$ cat src/hw/rtl/jdc_pkg.sv
package jdc_pkg;

  localparam int CORDIC_STEPS_DEF = 16;

  // Arctangent table depth and index width.
  localparam int TAB_LEN = 24;
  localparam int TAB_IW  = 5;

  // CORDIC coordinate and angle widths (angle in 1/64 degree with 16 fraction bits).
  localparam int XW = 36;
  localparam int ZW = 33;

  // Iterative divider: dividend, divisor and quotient widths.
  localparam int DIV_NW = 32;
  localparam int DIV_DW = 15;
  localparam int DIV_QB = 15;

  localparam logic signed [ZW-1:0] Q_DEG90  = 33'sd377487360;
  localparam logic signed [ZW-1:0] Q_DEG180 = 33'sd754974720;
  localparam logic signed [ZW-1:0] Q_DEG270 = 33'sd1132462080;
  localparam logic signed [ZW-1:0] Q_DEG360 = 33'sd1509949440;

  localparam int FULL_TURN = 23040;
  localparam logic [29:0] CORDIC_GAIN_Q30 = 30'd652032874;

  // A full turn is 45 * 512; this is ceil(2^16 / 45), exact below 2260.
  localparam logic [10:0] SECTOR_RECIP = 11'd1457;

  localparam logic [1:0] CMD_BEGIN = 2'd0;
  localparam logic [1:0] CMD_MOVE  = 2'd1;
  localparam logic [1:0] CMD_END   = 2'd2;

  localparam int CFG_IW = 3;
  localparam logic [CFG_IW-1:0] CFG_STICK_RADIUS    = 3'd0;
  localparam logic [CFG_IW-1:0] CFG_DEAD_RADIUS     = 3'd1;
  localparam logic [CFG_IW-1:0] CFG_DPAD_MODE       = 3'd2;
  localparam logic [CFG_IW-1:0] CFG_DIRECTION_COUNT = 3'd3;
  localparam logic [CFG_IW-1:0] CFG_AUTO_CENTER     = 3'd4;

  localparam logic [14:0] RST_STICK_RADIUS    = 15'd1024;
  localparam logic [5:0]  RST_DIRECTION_COUNT = 6'd4;

  typedef struct packed {
    logic [1:0]         command;
    logic signed [15:0] pos_x;
    logic signed [15:0] pos_y;
  } in_word_t;

  typedef struct packed {
    logic               accepted;
    logic signed [15:0] vel_x;
    logic signed [15:0] vel_y;
    logic [14:0]        angle;
    logic signed [15:0] thumb_x;
    logic signed [15:0] thumb_y;
  } out_word_t;

  typedef struct packed {
    logic [14:0] stick_radius;
    logic [14:0] dead_radius;
    logic        dpad_mode;
    logic [5:0]  direction_count;
    logic        auto_center;
  } cfg_t;

  typedef struct packed {
    logic ld_in;
    logic sq_x;
    logic sq_y;
    logic sq_r;
    logic sq_d;
    logic reject_take;
    logic commit_dead;
    logic cor_vec_start;
    logic z_wrap;
    logic ang_plain;
    logic k_mul;
    logic k_take;
    logic a_mul;
    logic a_div_start;
    logic a_take;
    logic rot_prep;
    logic cor_rot_start;
    logic rot_take;
    logic pass_take;
    logic vel_div_start;
    logic commit_live;
    logic load_out;
  } dp_cmd_t;

  typedef struct packed {
    logic reject;
    logic dead;
    logic dpad;
    logic clamp;
    logic r_zero;
    logic cor_done;
    logic div_done;
    logic div_ovf;
  } dp_stat_t;

  function automatic logic signed [ZW-1:0] atan_at(input logic [TAB_IW-1:0] idx);
    logic signed [ZW-1:0] v;
    unique case (idx)
      5'd0:  v = 33'sd188743680;
      5'd1:  v = 33'sd111421900;
      5'd2:  v = 33'sd58872272;
      5'd3:  v = 33'sd29884485;
      5'd4:  v = 33'sd15000234;
      5'd5:  v = 33'sd7507429;
      5'd6:  v = 33'sd3754631;
      5'd7:  v = 33'sd1877430;
      5'd8:  v = 33'sd938729;
      5'd9:  v = 33'sd469366;
      5'd10: v = 33'sd234683;
      5'd11: v = 33'sd117342;
      5'd12: v = 33'sd58671;
      5'd13: v = 33'sd29335;
      5'd14: v = 33'sd14668;
      5'd15: v = 33'sd7334;
      5'd16: v = 33'sd3667;
      5'd17: v = 33'sd1833;
      5'd18: v = 33'sd917;
      5'd19: v = 33'sd458;
      5'd20: v = 33'sd229;
      5'd21: v = 33'sd115;
      5'd22: v = 33'sd57;
      5'd23: v = 33'sd29;
      default: v = '0;
    endcase
    return v;
  endfunction

endpackage

$ cat src/hw/rtl/joystick_deadzone_dpad_conditioner_core.sv
// Channel  Direction  Handshake            Payload
// in_      input      in_valid / in_stall   in_data   (in_word_t)
// out_     output     out_valid / out_stall out_data  (out_word_t)
// cfg_     input      cfg_valid / cfg_ready cfg_index, cfg_data
//
// One word is worked on at a time; a new input word is taken once the previous
// result sits in the output register, even while that result is still stalled.
// A rejected begin or a dead-zone touch skips the CORDIC and the dividers; a live
// touch inside the circle takes one CORDIC vectoring pass and a clamped one adds a
// rotation pass, d-pad mode adds the sector arithmetic, and a zero radius saves
// the velocity division. The CORDIC unit and the bit-serial dividers set the run
// time; a stalled result holds the next one in place.
// Reset is synchronous and active low; no clearing pass follows it.
module joystick_deadzone_dpad_conditioner_core import jdc_pkg::*; #(
  parameter int CORDIC_STEPS = CORDIC_STEPS_DEF
) (
  input  logic              clk,
  input  logic              rst_n,
  input  logic              in_valid,
  output logic              in_stall,
  input  in_word_t          in_data,
  output logic              out_valid,
  input  logic              out_stall,
  output out_word_t         out_data,
  input  logic              cfg_valid,
  output logic              cfg_ready,
  input  logic [CFG_IW-1:0] cfg_index,
  input  logic [31:0]       cfg_data
);

  cfg_t     cfg_r;
  dp_cmd_t  cmd;
  dp_stat_t stat;

  assign cfg_ready = 1'b1;

  always_ff @(posedge clk) begin
    if (!rst_n) begin
      cfg_r.stick_radius    <= RST_STICK_RADIUS;
      cfg_r.dead_radius     <= '0;
      cfg_r.dpad_mode       <= 1'b0;
      cfg_r.direction_count <= RST_DIRECTION_COUNT;
      cfg_r.auto_center     <= 1'b1;
    end else if (cfg_valid && cfg_ready) begin
      unique case (cfg_index)
        CFG_STICK_RADIUS:    cfg_r.stick_radius    <= cfg_data[14:0];
        CFG_DEAD_RADIUS:     cfg_r.dead_radius     <= cfg_data[14:0];
        CFG_DPAD_MODE:       cfg_r.dpad_mode       <= cfg_data[0];
        CFG_DIRECTION_COUNT: cfg_r.direction_count <= cfg_data[5:0];
        CFG_AUTO_CENTER:     cfg_r.auto_center     <= cfg_data[0];
        default: begin
        end
      endcase
    end
  end

  jdc_ctrl u_ctrl (
    .clk       (clk),
    .rst_n     (rst_n),
    .in_valid  (in_valid),
    .in_stall  (in_stall),
    .out_valid (out_valid),
    .out_stall (out_stall),
    .stat      (stat),
    .cmd       (cmd)
  );

  jdc_datapath #(.CORDIC_STEPS(CORDIC_STEPS)) u_datapath (
    .clk      (clk),
    .rst_n    (rst_n),
    .cfg      (cfg_r),
    .in_data  (in_data),
    .cmd      (cmd),
    .stat     (stat),
    .out_word (out_data)
  );

endmodule

$ cat src/hw/rtl/jdc_cordic.sv
module jdc_cordic import jdc_pkg::*; #(
  parameter int STEPS = CORDIC_STEPS_DEF
) (
  input  logic                 clk,
  input  logic                 rst_n,
  input  logic                 start,
  input  logic                 vec_mode,
  input  logic signed [XW-1:0] x_in,
  input  logic signed [XW-1:0] y_in,
  input  logic signed [ZW-1:0] z_in,
  output logic signed [XW-1:0] x_out,
  output logic signed [XW-1:0] y_out,
  output logic signed [ZW-1:0] z_out,
  output logic                 done
);

  logic signed [XW-1:0] x_r, y_r, x_nxt, y_nxt;
  logic signed [ZW-1:0] z_r, z_nxt;
  logic                 vec_r;
  logic [TAB_IW-1:0]    cnt_r;
  logic                 run_r;
  logic                 done_r;

  logic signed [XW-1:0] xs, ys;
  logic signed [ZW-1:0] at;
  logic                 dir;

  // Vectoring drives y toward zero, rotation drives z toward zero.
  always_comb begin
    xs  = x_r >>> cnt_r;
    ys  = y_r >>> cnt_r;
    at  = atan_at(cnt_r);
    dir = vec_r ? (y_r >= 0) : (z_r < 0);
    if (dir) begin
      x_nxt = x_r + ys;
      y_nxt = y_r - xs;
      z_nxt = z_r + at;
    end else begin
      x_nxt = x_r - ys;
      y_nxt = y_r + xs;
      z_nxt = z_r - at;
    end
  end

  always_ff @(posedge clk) begin
    if (!rst_n) begin
      run_r  <= 1'b0;
      done_r <= 1'b0;
      cnt_r  <= '0;
    end else begin
      done_r <= 1'b0;
      if (start) begin
        run_r <= 1'b1;
        cnt_r <= '0;
      end else if (run_r) begin
        if (cnt_r == TAB_IW'(STEPS - 1)) begin
          run_r  <= 1'b0;
          done_r <= 1'b1;
        end else begin
          cnt_r <= cnt_r + 1'b1;
        end
      end
    end
  end

  always_ff @(posedge clk) begin
    if (start) begin
      x_r   <= x_in;
      y_r   <= y_in;
      z_r   <= z_in;
      vec_r <= vec_mode;
    end else if (run_r) begin
      x_r <= x_nxt;
      y_r <= y_nxt;
      z_r <= z_nxt;
    end
  end

  assign x_out = x_r;
  assign y_out = y_r;
  assign z_out = z_r;
  assign done  = done_r;

endmodule

$ cat src/hw/rtl/jdc_div.sv
module jdc_div import jdc_pkg::*; #(
  parameter int NW = DIV_NW,
  parameter int DW = DIV_DW,
  parameter int QB = DIV_QB
) (
  input  logic          clk,
  input  logic          rst_n,
  input  logic          start,
  input  logic [NW-1:0] num,
  input  logic [DW-1:0] den,
  output logic [QB-1:0] quo,
  output logic          ovf,
  output logic          done
);

  localparam int HW = NW - QB;
  localparam int CW = $clog2(QB + 1);

  logic [DW-1:0] rem_r, den_r;
  logic [QB-1:0] lo_r, quo_r;
  logic          ovf_r;
  logic [CW-1:0] cnt_r;
  logic          run_r;
  logic          done_r;

  logic [HW-1:0] hi;
  logic [DW:0]   trial;
  logic          fits;

  // Restoring division, one quotient bit per cycle. The upper part of the
  // dividend must lie below the divisor, otherwise the quotient overflows.
  always_comb begin
    hi    = num[NW-1:QB];
    trial = {rem_r, lo_r[QB-1]};
    fits  = (trial >= {1'b0, den_r});
  end

  always_ff @(posedge clk) begin
    if (!rst_n) begin
      run_r  <= 1'b0;
      done_r <= 1'b0;
      cnt_r  <= '0;
    end else begin
      done_r <= 1'b0;
      if (start) begin
        run_r <= 1'b1;
        cnt_r <= CW'(QB);
      end else if (run_r) begin
        cnt_r <= cnt_r - 1'b1;
        if (cnt_r == CW'(1)) begin
          run_r  <= 1'b0;
          done_r <= 1'b1;
        end
      end
    end
  end

  always_ff @(posedge clk) begin
    if (start) begin
      ovf_r <= (hi >= HW'(den));
      rem_r <= hi[DW-1:0];
      lo_r  <= num[QB-1:0];
      den_r <= den;
      quo_r <= '0;
    end else if (run_r) begin
      rem_r <= fits ? DW'(trial - {1'b0, den_r}) : trial[DW-1:0];
      lo_r  <= {lo_r[QB-2:0], 1'b0};
      quo_r <= {quo_r[QB-2:0], fits};
    end
  end

  assign quo  = quo_r;
  assign ovf  = ovf_r;
  assign done = done_r;

endmodule

$ cat src/hw/rtl/jdc_datapath.sv
module jdc_datapath import jdc_pkg::*; #(
  parameter int CORDIC_STEPS = CORDIC_STEPS_DEF
) (
  input  logic      clk,
  input  logic      rst_n,
  input  cfg_t      cfg,
  input  in_word_t  in_data,
  input  dp_cmd_t   cmd,
  output dp_stat_t  stat,
  output out_word_t out_word
);

  function automatic logic signed [15:0] thumb_round(input logic signed [XW-1:0] v);
    logic [XW-1:0]  mag;
    logic [XW-1:0]  rnd;
    logic [XW-17:0] q;
    logic [15:0]    res;
    mag = v[XW-1] ? XW'(-v) : XW'(v);
    rnd = mag + XW'(32768);
    q   = rnd[XW-1:16];
    if (v[XW-1]) begin
      res = (q >= (XW-16)'(32768)) ? 16'h8000 : 16'(~q[15:0] + 16'd1);
    end else begin
      res = (q >= (XW-16)'(32767)) ? 16'h7fff : q[15:0];
    end
    return $signed(res);
  endfunction

  function automatic logic signed [15:0] vel_of(input logic [DIV_QB-1:0] q,
                                                input logic ovf, input logic neg);
    logic [DIV_QB-1:0] m;
    m = (ovf || (q > DIV_QB'(16384))) ? DIV_QB'(16384) : q;
    return neg ? $signed(16'(-{1'b0, m})) : $signed({1'b0, m});
  endfunction

  logic [1:0]           cmd_r;
  logic signed [15:0]   px_r, py_r;
  logic [31:0]          dsq_r;
  logic [29:0]          rr_r, drr_r;
  logic signed [ZW-1:0] z_r, zr_r;
  logic [14:0]          ang_r;
  logic [37:0]          prod_r;
  logic [5:0]           k_r;
  logic [20:0]          an_r;
  logic signed [XW-1:0] xi_r;
  logic                 flip_r;
  logic signed [XW-1:0] vx_r, vy_r;
  logic signed [15:0]   tx_r, ty_r;

  logic signed [15:0]   held_vel_x_r, held_vel_y_r, held_thumb_x_r, held_thumb_y_r;
  logic [14:0]          held_angle_r;
  logic                 acc_r;
  out_word_t            out_r;

  logic [5:0]           n_cl;
  logic signed [16:0]   sq_op;
  logic [33:0]          sq_full;
  logic [31:0]          sq_res;
  logic signed [XW-1:0] xv0, yv0;
  logic signed [XW-1:0] cor_x0, cor_y0, cor_x, cor_y;
  logic signed [ZW-1:0] cor_z0, cor_z;
  logic                 cor_start, cor_done;
  logic signed [ZW-1:0] zt;
  logic [44:0]          gprod;
  logic signed [XW-1:0] cx, cy;
  logic [XW-1:0]        absx, absy, nsx, nsy;
  logic [19:0]          kn;
  logic [21:0]          kprod;
  logic [DIV_NW-1:0]    div0_num;
  logic [DIV_DW-1:0]    div0_den;
  logic                 div0_start;
  logic [DIV_QB-1:0]    q0, q1;
  logic                 ovf0, ovf1, done0, done1;

  always_comb begin
    if (cfg.direction_count == 6'd0) begin
      n_cl = 6'd1;
    end else if (cfg.direction_count > 6'd32) begin
      n_cl = 6'd32;
    end else begin
      n_cl = cfg.direction_count;
    end
  end

  // One shared squarer walks through x, y, radius and dead radius.
  always_comb begin
    sq_op = 17'sd0;
    if (cmd.sq_x) begin
      sq_op = 17'(px_r);
    end else if (cmd.sq_y) begin
      sq_op = 17'(py_r);
    end else if (cmd.sq_r) begin
      sq_op = $signed({2'b00, cfg.stick_radius});
    end else if (cmd.sq_d) begin
      sq_op = $signed({2'b00, cfg.dead_radius});
    end
    sq_full = 34'(sq_op * sq_op);
    sq_res  = sq_full[31:0];
  end

  always_comb begin
    xv0 = $signed({{(XW-32){px_r[15]}}, px_r, 16'h0});
    yv0 = $signed({{(XW-32){py_r[15]}}, py_r, 16'h0});
    if (cmd.cor_vec_start) begin
      // A vector in the left half plane is mirrored and starts at 180 degrees.
      cor_x0 = px_r[15] ? -xv0 : xv0;
      cor_y0 = px_r[15] ? -yv0 : yv0;
      cor_z0 = px_r[15] ? Q_DEG180 : '0;
    end else begin
      cor_x0 = xi_r;
      cor_y0 = '0;
      cor_z0 = zr_r;
    end
    cor_start = cmd.cor_vec_start | cmd.cor_rot_start;
  end

  jdc_cordic #(.STEPS(CORDIC_STEPS)) u_cordic (
    .clk      (clk),
    .rst_n    (rst_n),
    .start    (cor_start),
    .vec_mode (cmd.cor_vec_start),
    .x_in     (cor_x0),
    .y_in     (cor_y0),
    .z_in     (cor_z0),
    .x_out    (cor_x),
    .y_out    (cor_y),
    .z_out    (cor_z),
    .done     (cor_done)
  );

  always_comb begin
    zt    = z_r + ZW'(32768);
    gprod = 45'(cfg.stick_radius) * 45'(CORDIC_GAIN_Q30);
    cx    = flip_r ? -cor_x : cor_x;
    cy    = flip_r ? -cor_y : cor_y;
    absx  = vx_r[XW-1] ? XW'(-vx_r) : XW'(vx_r);
    absy  = vy_r[XW-1] ? XW'(-vy_r) : XW'(vy_r);
    nsx   = absx + XW'({cfg.stick_radius, 1'b0});
    nsy   = absy + XW'({cfg.stick_radius, 1'b0});
    // The sector index is the rounded numerator over a full turn. The low nine
    // bits drop out exactly, and the remaining division by 45 is a reciprocal
    // multiplication that stays exact for every numerator that can occur.
    kn    = 20'(prod_r[37:16]) + 20'(FULL_TURN / 2);
    kprod = 22'(kn[19:9]) * 22'(SECTOR_RECIP);
    div0_start = cmd.a_div_start | cmd.vel_div_start;
    if (cmd.a_div_start) begin
      div0_num = DIV_NW'(an_r);
      div0_den = DIV_DW'(n_cl);
    end else begin
      div0_num = nsx[DIV_NW+1:2];
      div0_den = cfg.stick_radius;
    end
  end

  jdc_div u_div0 (
    .clk   (clk),
    .rst_n (rst_n),
    .start (div0_start),
    .num   (div0_num),
    .den   (div0_den),
    .quo   (q0),
    .ovf   (ovf0),
    .done  (done0)
  );

  jdc_div u_div1 (
    .clk   (clk),
    .rst_n (rst_n),
    .start (cmd.vel_div_start),
    .num   (nsy[DIV_NW+1:2]),
    .den   (cfg.stick_radius),
    .quo   (q1),
    .ovf   (ovf1),
    .done  (done1)
  );

  always_ff @(posedge clk) begin
    if (cmd.ld_in) begin
      cmd_r <= in_data.command;
      if (in_data.command == CMD_END && cfg.auto_center) begin
        px_r <= '0;
        py_r <= '0;
      end else begin
        px_r <= in_data.pos_x;
        py_r <= in_data.pos_y;
      end
    end
    if (cmd.sq_x) begin
      dsq_r <= sq_res;
    end
    if (cmd.sq_y) begin
      dsq_r <= dsq_r + sq_res;
    end
    if (cmd.sq_r) begin
      rr_r <= sq_res[29:0];
    end
    if (cmd.sq_d) begin
      drr_r <= sq_res[29:0];
    end
    if (cmd.z_wrap) begin
      if (cor_z < 0) begin
        z_r <= cor_z + Q_DEG360;
      end else if (cor_z >= Q_DEG360) begin
        z_r <= cor_z - Q_DEG360;
      end else begin
        z_r <= cor_z;
      end
    end
    if (cmd.ang_plain) begin
      // A plain angle that rounds up to a full turn reads as zero.
      ang_r <= (zt[30:16] >= 15'(FULL_TURN)) ? 15'd0 : zt[30:16];
    end
    if (cmd.k_mul) begin
      prod_r <= 38'(z_r[31:0]) * 38'(n_cl);
    end
    if (cmd.k_take) begin
      k_r <= kprod[21:16];
    end
    if (cmd.a_mul) begin
      an_r <= 21'(k_r) * 21'(FULL_TURN) + 21'(n_cl >> 1);
    end
    if (cmd.a_take) begin
      ang_r <= q0;
      z_r   <= ZW'({q0, 16'h0});
    end
    if (cmd.rot_prep) begin
      xi_r <= XW'(gprod[44:14]);
      if (z_r > Q_DEG90 && z_r < Q_DEG270) begin
        zr_r   <= z_r - Q_DEG180;
        flip_r <= 1'b1;
      end else if (z_r >= Q_DEG270) begin
        zr_r   <= z_r - Q_DEG360;
        flip_r <= 1'b0;
      end else begin
        zr_r   <= z_r;
        flip_r <= 1'b0;
      end
    end
    if (cmd.rot_take) begin
      vx_r <= cx;
      vy_r <= cy;
      tx_r <= thumb_round(cx);
      ty_r <= thumb_round(cy);
    end
    if (cmd.pass_take) begin
      vx_r <= xv0;
      vy_r <= yv0;
      tx_r <= px_r;
      ty_r <= py_r;
    end
    if (cmd.reject_take) begin
      acc_r <= 1'b0;
    end
    if (cmd.commit_dead || cmd.commit_live) begin
      acc_r <= 1'b1;
    end
    if (cmd.load_out) begin
      out_r.accepted <= acc_r;
      out_r.vel_x    <= held_vel_x_r;
      out_r.vel_y    <= held_vel_y_r;
      out_r.angle    <= held_angle_r;
      out_r.thumb_x  <= held_thumb_x_r;
      out_r.thumb_y  <= held_thumb_y_r;
    end
  end

  always_ff @(posedge clk) begin
    if (!rst_n) begin
      held_vel_x_r   <= '0;
      held_vel_y_r   <= '0;
      held_angle_r   <= '0;
      held_thumb_x_r <= '0;
      held_thumb_y_r <= '0;
    end else if (cmd.commit_dead) begin
      held_vel_x_r   <= '0;
      held_vel_y_r   <= '0;
      held_angle_r   <= '0;
      held_thumb_x_r <= px_r;
      held_thumb_y_r <= py_r;
    end else if (cmd.commit_live) begin
      held_vel_x_r   <= stat.r_zero ? 16'sd0 : vel_of(q0, ovf0, vx_r[XW-1]);
      held_vel_y_r   <= stat.r_zero ? 16'sd0 : vel_of(q1, ovf1, vy_r[XW-1]);
      held_angle_r   <= ang_r;
      held_thumb_x_r <= tx_r;
      held_thumb_y_r <= ty_r;
    end
  end

  // Both dividers run in lockstep for the velocity, so either done flag serves.
  always_comb begin
    stat.reject   = (cmd_r == CMD_BEGIN) && !({2'b00, rr_r} > dsq_r);
    stat.dead     = (dsq_r <= {2'b00, drr_r});
    stat.dpad     = cfg.dpad_mode;
    stat.clamp    = cfg.dpad_mode || (dsq_r > {2'b00, rr_r});
    stat.r_zero   = (cfg.stick_radius == 15'd0);
    stat.cor_done = cor_done;
    stat.div_done = done0 | done1;
    stat.div_ovf  = ovf0;
  end

  assign out_word = out_r;

endmodule

$ cat src/hw/rtl/jdc_ctrl.sv
module jdc_ctrl import jdc_pkg::*; (
  input  logic     clk,
  input  logic     rst_n,
  input  logic     in_valid,
  output logic     in_stall,
  output logic     out_valid,
  input  logic     out_stall,
  input  dp_stat_t stat,
  output dp_cmd_t  cmd
);

  localparam logic [4:0] S_IDLE   = 5'd0;
  localparam logic [4:0] S_SQX    = 5'd1;
  localparam logic [4:0] S_SQY    = 5'd2;
  localparam logic [4:0] S_SQR    = 5'd3;
  localparam logic [4:0] S_SQD    = 5'd4;
  localparam logic [4:0] S_DEC    = 5'd5;
  localparam logic [4:0] S_VWAIT  = 5'd6;
  localparam logic [4:0] S_ANG    = 5'd7;
  localparam logic [4:0] S_KMUL   = 5'd8;
  localparam logic [4:0] S_KDIV   = 5'd9;
  localparam logic [4:0] S_AMUL   = 5'd11;
  localparam logic [4:0] S_ADIV   = 5'd12;
  localparam logic [4:0] S_AWAIT  = 5'd13;
  localparam logic [4:0] S_CLMP   = 5'd14;
  localparam logic [4:0] S_ROT    = 5'd15;
  localparam logic [4:0] S_RWAIT  = 5'd16;
  localparam logic [4:0] S_VEL    = 5'd17;
  localparam logic [4:0] S_VDWAIT = 5'd18;
  localparam logic [4:0] S_COMMIT = 5'd19;
  localparam logic [4:0] S_OUT    = 5'd20;

  logic [4:0] state_r, state_nxt;
  logic       out_valid_r, out_valid_nxt;
  logic       out_free;

  assign in_stall  = (state_r != S_IDLE);
  assign out_valid = out_valid_r;
  assign out_free  = !out_valid_r || !out_stall;

  always_comb begin
    cmd       = '0;
    state_nxt = state_r;
    unique case (state_r)
      S_IDLE: begin
        if (in_valid) begin
          cmd.ld_in = 1'b1;
          state_nxt = S_SQX;
        end
      end
      S_SQX: begin
        cmd.sq_x  = 1'b1;
        state_nxt = S_SQY;
      end
      S_SQY: begin
        cmd.sq_y  = 1'b1;
        state_nxt = S_SQR;
      end
      S_SQR: begin
        cmd.sq_r  = 1'b1;
        state_nxt = S_SQD;
      end
      S_SQD: begin
        cmd.sq_d  = 1'b1;
        state_nxt = S_DEC;
      end
      S_DEC: begin
        if (stat.reject) begin
          cmd.reject_take = 1'b1;
          state_nxt       = S_OUT;
        end else if (stat.dead) begin
          cmd.commit_dead = 1'b1;
          state_nxt       = S_OUT;
        end else begin
          cmd.cor_vec_start = 1'b1;
          state_nxt         = S_VWAIT;
        end
      end
      S_VWAIT: begin
        if (stat.cor_done) begin
          cmd.z_wrap = 1'b1;
          state_nxt  = S_ANG;
        end
      end
      S_ANG: begin
        cmd.ang_plain = 1'b1;
        state_nxt     = stat.dpad ? S_KMUL : S_CLMP;
      end
      S_KMUL: begin
        cmd.k_mul = 1'b1;
        state_nxt = S_KDIV;
      end
      S_KDIV: begin
        cmd.k_take = 1'b1;
        state_nxt  = S_AMUL;
      end
      S_AMUL: begin
        cmd.a_mul = 1'b1;
        state_nxt = S_ADIV;
      end
      S_ADIV: begin
        cmd.a_div_start = 1'b1;
        state_nxt       = S_AWAIT;
      end
      S_AWAIT: begin
        if (stat.div_done) begin
          cmd.a_take = 1'b1;
          state_nxt  = S_CLMP;
        end
      end
      S_CLMP: begin
        if (stat.clamp) begin
          cmd.rot_prep = 1'b1;
          state_nxt    = S_ROT;
        end else begin
          cmd.pass_take = 1'b1;
          state_nxt     = S_VEL;
        end
      end
      S_ROT: begin
        cmd.cor_rot_start = 1'b1;
        state_nxt         = S_RWAIT;
      end
      S_RWAIT: begin
        if (stat.cor_done) begin
          cmd.rot_take = 1'b1;
          state_nxt    = S_VEL;
        end
      end
      S_VEL: begin
        if (stat.r_zero) begin
          state_nxt = S_COMMIT;
        end else begin
          cmd.vel_div_start = 1'b1;
          state_nxt         = S_VDWAIT;
        end
      end
      S_VDWAIT: begin
        if (stat.div_done) begin
          state_nxt = S_COMMIT;
        end
      end
      S_COMMIT: begin
        cmd.commit_live = 1'b1;
        state_nxt       = S_OUT;
      end
      S_OUT: begin
        if (out_free) begin
          cmd.load_out = 1'b1;
          state_nxt    = S_IDLE;
        end
      end
      default: begin
        state_nxt = S_IDLE;
      end
    endcase
  end

  always_comb begin
    out_valid_nxt = out_valid_r;
    if (out_valid_r && !out_stall) begin
      out_valid_nxt = 1'b0;
    end
    if (cmd.load_out) begin
      out_valid_nxt = 1'b1;
    end
  end

  always_ff @(posedge clk) begin
    if (!rst_n) begin
      state_r     <= S_IDLE;
      out_valid_r <= 1'b0;
    end else begin
      state_r     <= state_nxt;
      out_valid_r <= out_valid_nxt;
    end
  end

  a_no_overwrite: assert property (@(posedge clk) disable iff (!rst_n)
    cmd.load_out |-> (!out_valid_r || !out_stall))
    else $error("result word loaded over one still waiting");

  a_cor_done_state: assert property (@(posedge clk) disable iff (!rst_n)
    stat.cor_done |-> (state_r == S_VWAIT || state_r == S_RWAIT))
    else $error("CORDIC finished outside a wait state");

  a_div_done_state: assert property (@(posedge clk) disable iff (!rst_n)
    stat.div_done |-> (state_r == S_AWAIT || state_r == S_VDWAIT))
    else $error("divider finished outside a wait state");

  a_sector_no_ovf: assert property (@(posedge clk) disable iff (!rst_n)
    (stat.div_done && state_r == S_AWAIT) |-> !stat.div_ovf)
    else $error("sector division overflowed");

endmodule

$ cat config.mk
export PLATFORM = sky130hd
export DESIGN_NAME = joystick_deadzone_dpad_conditioner_core
export DESIGN_NICKNAME = d
export VERILOG_FILES = /design/src/hw/rtl/jdc_pkg.sv /design/src/hw/rtl/joystick_deadzone_dpad_conditioner_core.sv /design/src/hw/rtl/jdc_cordic.sv /design/src/hw/rtl/jdc_div.sv /design/src/hw/rtl/jdc_datapath.sv /design/src/hw/rtl/jdc_ctrl.sv
export SDC_FILE = /design/constraint.sdc
export NUM_CORES = 2
export LEC_CHECK = 0
export BUFFER_PORTS_ARGS = -buffer_cell sky130_fd_sc_hd__buf_4
export CORE_MARGIN = 1
export CORE_UTILIZATION = 45
export DETAILED_ROUTE_END_ITERATION = 8
export GPL_TIMING_DRIVEN = 0
export PLACE_DENSITY = 0.61
export SYNTH_ARGS = -nofsm -noshare
export SYNTH_HDL_FRONTEND = slang
export SYNTH_SLANG_ARGS = --single-unit
$ cat constraint.sdc
create_clock -name clk -period 9.78 [get_ports clk]
set_input_delay 0.978 -clock clk [delete_from_list [all_inputs] [get_ports clk]]
set_output_delay 0.978 -clock clk [all_outputs]
set_load 0.005 [all_outputs]
Word level (Yosys, flattened, before mapping) --
Memory sizes are Yosys's and may differ from the RTL's. A register that Yosys moved wholly into a read port is not among the register bits. Index checks and enable logic that the tools add are counted.
Operators by class: $add $sub $neg 35, multiply operators 5, magnitude comparators 21, equal/unequal tests 33, shift-type cells 2, muxes and demuxes 139, bitwise operators 10, reductions and logical operators 39
Operators with widths (number):
- $mux 36 | 18
- $mux 16 | 18
- $mux 33 | 8
- $mux 15 | 17
- $neg 36->36 | 4
- $pmux 5 s20 | 1
- $mux 32 | 3
- $add 36x16->36 const B | 2
- $add 36x36->36 | 2
- $neg 32->36 | 2
- $sshr 36x5->36 | 2
- $sub 36x36->36 | 2
- $add 34x16->34 | 2
- $mux 34 | 2
- $neg 34->34 | 2
- $ge 33x32->1 const B | 2
- $sub 33x32->33 const B | 2
- $mux 31 | 2
- $mux 5 | 11
- $mux 17 | 3
- $mux 1 | 46
- $mul 15x29->44 const B | 1
- $eq 5x4->1 const B | 8
- $ge 20x15->1 const B | 2
- 63 further kinds | 122
Storage, ports and cells: register bits after elaboration 857, memory bits (read-only) 896, bits of input ports 74, output and inout port bits 83, logic and storage cells 348, memories 1
Memories:
- (no name shown) | depth 32, width 28, read ports 1, clocked after Yosys merged registers in 1, write ports 0, line jdc_pkg.sv:104 | unique case (idx)

Depth between registers and ports, before layout --
depth in word-level cells 11, mapped depth 42, mapped depth without buffers 40

Hierarchy --
From an unflattened synthesis, not the netlist that was laid out.
Second synthesis, totals: cells, all modules 9142, area, all modules 85331.8 um2
By module, submodules not included:
- jdc_datapath | instances 1, cells an instance 6067, area each 57207.4 um2, seq. area each 14734.1 um2
- jdc_cordic | instances 1, cells an instance 2062, area each 17727.0 um2, seq. area each 3883.7 um2
- jdc_div | instances 2, cells an instance 378, area each 4077.7 um2, seq. area each 1801.7 um2
- joystick_deadzone_dpad_conditioner_core | instances 1, cells an instance 148, area each 1490.2 um2, seq. area each 760.7 um2
- jdc_ctrl | instances 1, cells an instance 109, area each 752.0 um2, seq. area each 120.1 um2

Worst setup path after synthesis --
No wires, ideal clock.
kind reg-to-reg, start register u_ctrl.state_r[0], end register u_datapath.dsq_r[30] (data pin), library setup time 0.260 ns, data arrival time 10.263 ns, required time 9.520 ns, path slack -0.743 ns, stages on the path, launching flop included 38, buffers on the path 4, period minus slack after synthesis 10.523 ns, cells stage by stage dfxtp_1 > clkbuf_1 > nor2b_1 > and3_1 > clkbuf_1 > clkbuf_1 > a221o_1 > o221a_2 > clkbuf_1 > nand2_1 > fa_1 > fa_1 > inv_1 > fa_1 > fa_1 > fa_1 > inv_1 > fa_1 > [... 2 more ...] > and2_1 > a31o_2 > a41o_1 > o21ai_0 > nor2b_1 > o21a_1 > nor3_1 > nor2_1 > ha_1 > and3_1 > a311oi_1 > a21oi_1 > a21o_1 > a21o_1 > a2111o_1 > a31oi_1 > xnor2_1 > mux2_2
On the way: word-level cells in the longest chain between the ends 9, elaborated cells between the ends (all ways) 16, those cells by class 1 x add/sub; 1 x mul; 4 x eq/ne; 10 x mux
Ends and longest elaborated chain:
- start, declared | line jdc_ctrl.sv:33 | logic [4:0] state_r, state_nxt;
- start signal, assigned | line jdc_ctrl.sv:174 | state_r <= state_nxt;
- $eq 5x3->1 | line jdc_ctrl.sv:44 | unique case (state_r)
- $mux 1 | line jdc_ctrl.sv:44
- $mux 15 | line jdc_datapath.sv:94 | end else if (cmd.sq_d) begin
- $mux 17 | line jdc_datapath.sv:92 | end else if (cmd.sq_r) begin
- $mux 17 | line jdc_datapath.sv:90 | end else if (cmd.sq_y) begin
- $mux 17 (*) | line jdc_datapath.sv:88 | if (cmd.sq_x) begin
- $mul 17x17->32 (*) | line jdc_datapath.sv:97 | sq_full = 34'(sq_op * sq_op);
- via u_datapath.sq_full[21] | line jdc_datapath.sv:57 | logic [33:0] sq_full;
- $add 32x32->32 (*) | line jdc_datapath.sv:192 | dsq_r <= dsq_r + sq_res;
- $mux 32 (*) | line jdc_datapath.sv:191 | if (cmd.sq_y) begin
- end signal, assigned | line jdc_datapath.sv:189 | dsq_r <= sq_res;
- end signal, assigned | line jdc_datapath.sv:192
- end, declared | line jdc_datapath.sv:38 | logic [31:0] dsq_r;
The timed path passes the listed nets; every way through them passes the cells marked *. The select of a mux whose other input is x is not followed. A chain may end at the register's enable or synchronous reset.

Final worst setup path --
start register u_ctrl.state_r[3], end register u_datapath.dsq_r[30] (data pin)
Same word-level chain as after synthesis.

==> run_results.csv <==
group,metric,value,unit
status,status,"finished, violations left",
status,violations,"capacitance limit, slew limit",
yosys,synth_most_common_cell,"nand2_1",
yosys,ys.flop_type,"edfxtp_1",
detailed_routing,wl,310000,µm
detailed_routing,routedWlPerCell,26.7,µm
yosys,synth_top_area_share,0.220,
yosys,synth.distinct_cells,110,
power_and_ir_drop,ir_drop,2.64,mV
power_and_ir_drop,p_leak,0.0387,µW
clock_tree,h-tree-depth,3,
placement,gp_congestion,1.01,
placement,portBuffers,138,
yosys,synthTopCellsByArea,"edfxtp_1, fa_1, ha_1",
die,dieArea,185000,µm²
timing,max_freq,0.105,GHz
detailed_routing,first_iter_violations,6644,
clock_tree,cts.sinks,853,
timing,setup_slack,246,ps
yosys,synth.avg_cell_area,9.29,µm²
die,core,181000,µm²
setup_path,slowest_delay,570,ps
detailed_routing,viasPerCell,6.01,
placement,dp_hpwl,253000,µm
min_path,min-delay-start,"in_data[32]",
timing,fin_hold_ws,397,ps
global_routing,antenna_found_initial,8,
clock_tree,clk_latency,780,ps
die,rows,156,
setup_path,reg2regPathDepth,38,
die,ios,157,
yosys,synthTopCellsByCount,"nand2_1, inv_1, ha_1",
setup_path,r2r_setup_slack,250,ps
setup_path,end_kind,"register",
placement,dpl_cell_area,86700,µm²
setup_path,worstPathArrival,10040,ps
yosys,synthCells,8863,
clock_tree,numCtsBuffers,101,
timing,setup_violations,0,
layout,fillers,17000,
min_path,hold_depth,1,
detailed_routing,vias,70000,
global_routing,first_global_vias,68400,
timing,maxSlewViolCount,8,
setup_path,cp-start-kind,"register",
yosys,synth_area,82400,µm²
setup_path,worst-path-max-fanout,10,
layout,final_area,91400,µm²
timing,slew_headroom,-0.0167,
global_routing,track_usage,0.331,
min_path,min_to,"u_datapath.cmd_r[0]",
yosys,yosysTopAreaCell,"edfxtp_1",
detailed_routing,drtAntennaViolNets,0,
setup_path,r2r_start,"u_ctrl.state_r[3]",
yosys,ys_ff_latch,853,
min_path,hold_class,"primary input to register",
timing,grt_setup_unrepaired,"true",
timing,tightest_slew,1520,ps
die,die_w,430,µm
layout,area_growth,11.0,%
detailed_routing,drc_errors,0,
global_routing,overflow,0,
layout,fin_nets,10500,
die,die_h,430,µm
timing,skew,57.5,ps
timing,min_period,9530,ps
clock_tree,clk_pin_slew,60,ps
die,start_util,0.454,
clock_tree,clk_path_buf_depth,3,
setup_path,cpMaxStageDelayCell,"fa_1",
yosys,async_flop_share,0,
timing,hold_violations,0,
setup_path,rr_endpoint,"u_datapath.dsq_r[30]",
global_routing,grt_max_degree,45,
global_routing,grt_pass1_wl,453000,µm
timing,finalCritPeriodShare,0.975,
yosys,synth-seq-area-share,0.281,
layout,drive_gt1_frac,0.0862,
yosys,yosys_warnings,0,
placement,pre_cts_slack,-3060,ps
yosys,syn_nets,10200,
setup_path,crit_path_frequent_cell,"fa_1",
clock_tree,cts_root_buffer,"clkbuf_16",
power_and_ir_drop,power_density,410,nW/µm²
clock_tree,cts_tree,"done",
yosys,synth_edf_count,602,
run,cap_violations,2,
detailed_routing,dr.pass1.iters,6,
clock_tree,hold_buffers,0,
setup_path,critical_path_class,"register to register",
setup_path,required,10280,ps
## power breakdown
group          switching, µW  total [µW]  internal [µW]
registers                330        5760           5430
clock network           1700        3930           2230
logic                  15800       27800          12000
total                  17900       37500          19600
## timing repair
item,4_1_cts,5_1_grt
pin swaps,22,32
resized for setup,130,110
buffers inserted,24,30
setup endpoints to repair,46,20
gates cloned,1,2
## registers in the layout, summed over array words and instances, names as in the netlist, 17 cells and up
signal	count
u_datapath.xi_r	31
u_datapath.zr_r	33
u_datapath.u_cordic.x_out	36
u_datapath.vy_r	35
u_datapath.u_cordic.z_out	33
u_datapath.an_r	17
u_datapath.u_cordic.at	28
u_datapath.rr_r	29
u_datapath.vx_r	35
u_datapath.u_cordic.y_out	36
u_datapath.dsq_r	32
u_datapath.out_word	80
cfg_r	38
u_datapath.drr_r	29
u_datapath.z_r	33
## logic make-up after synthesis
kind of cell,synth area share
adders and majority gates,0.242
muxes,0.0432
xor gates and xnor gates,0.0711
and+or+nand+nor,0.148
AOI/OAI and AO/OA,0.150
other,0.0000455
buffers and inverters,0.0651
DFF,0.281
## critical path, delay by kind of cell (launching register included)
family | cells | cell delay [ps]
flip-flops | 1 | 340
AO/OA/AOI/OAI | 12 | 2690
adder cells (fa/ha/maj) | 8 | 3650
XOR/XNOR | 1 | 80
buffers and inverters | 8 | 1200
multiplexers | 1 | 250
AND/OR/NAND/NOR | 8 | 1030
## worst max-delay path by stage
stage,from,to,slack (ps),cells past startpoint
final,u_ctrl.state_r[3],u_datapath.dsq_r[30],250,38
after global routing,u_ctrl.state_r[3],u_datapath.dsq_r[31],-80,41
after CTS,u_ctrl.state_r[3],u_datapath.dsq_r[31],-8,40
after detailed placement,u_ctrl.state_r[0],u_datapath.dsq_r[31],-3060,40
after global placement,u_ctrl.state_r[2],u_datapath.dsq_r[31],-2990,37
after floorplan,u_ctrl.state_r[0],u_datapath.dsq_r[30],-80,41
## placed cells by master, fill, tap and decap left out, drive strengths merged, types with 106 or more instances in the layout
cell type | netlist | final
ha | 676 | 676
o31ai | 106 | 106
a21oi | 382 | 382
dfxtp | 251 | 251
buf | 74 | 288
fa | 572 | 572
inv | 975 | 978
a21o | 126 | 126
nor2 | 569 | 569
xnor2 | 384 | 384
edfxtp | 602 | 602
nand2 | 981 | 981
clkbuf | 355 | 477
nand3 | 209 | 209
xor2 | 280 | 280
o21ai | 514 | 514
mux2i | 108 | 108
nor3 | 142 | 142
## per-stage QoR
step | setup TNS (ps) | power, µW | cells | utilization
floorplan | -76.7 | 24900 | 8863 | -
global placement | -95460 | 30000 | 11400 | 0.476
detailed placement | -45420 | 30600 | 11400 | 0.478
CTS | -7.98 | 36400 | 11600 | 0.501
global route | -138 | 41200 | 11600 | 0.504
finish | 0 | 37500 | 11600 | 0.504
## layer usage
metal | GRT usage | vias to the layer above | wire, µm
met4 | 0.177 | 6 | 19400
li1 | - | 31600 | -
met3 | 0.0513 | 584 | 24100
met2 | 0.516 | 2969 | 138000
met5 | 0 | - | 44
met1 | 0.443 | 34800 | 129000
## area by class of cell
cell class / instances / area [µm²] / share of cell area
multi-input cells: 6600 / 54500 / 0.597
repair buffers: 210 / 1770 / 0.0194
clock buffers: 138 / 2820 / 0.0309
plain buffers: 421 / 1860 / 0.0203
diodes: 10 / 25.0 / 0.000274
inverters: 981 / 3710 / 0.0406
flip-flops and latches: 853 / 23100 / 0.253
repair inverters: 1 / 5.00 / 0.0000548
clock inverters: 52 / 578 / 0.00632
well taps: 2370 / 2970 / 0.0324
(Power assumes the default switching activity.)
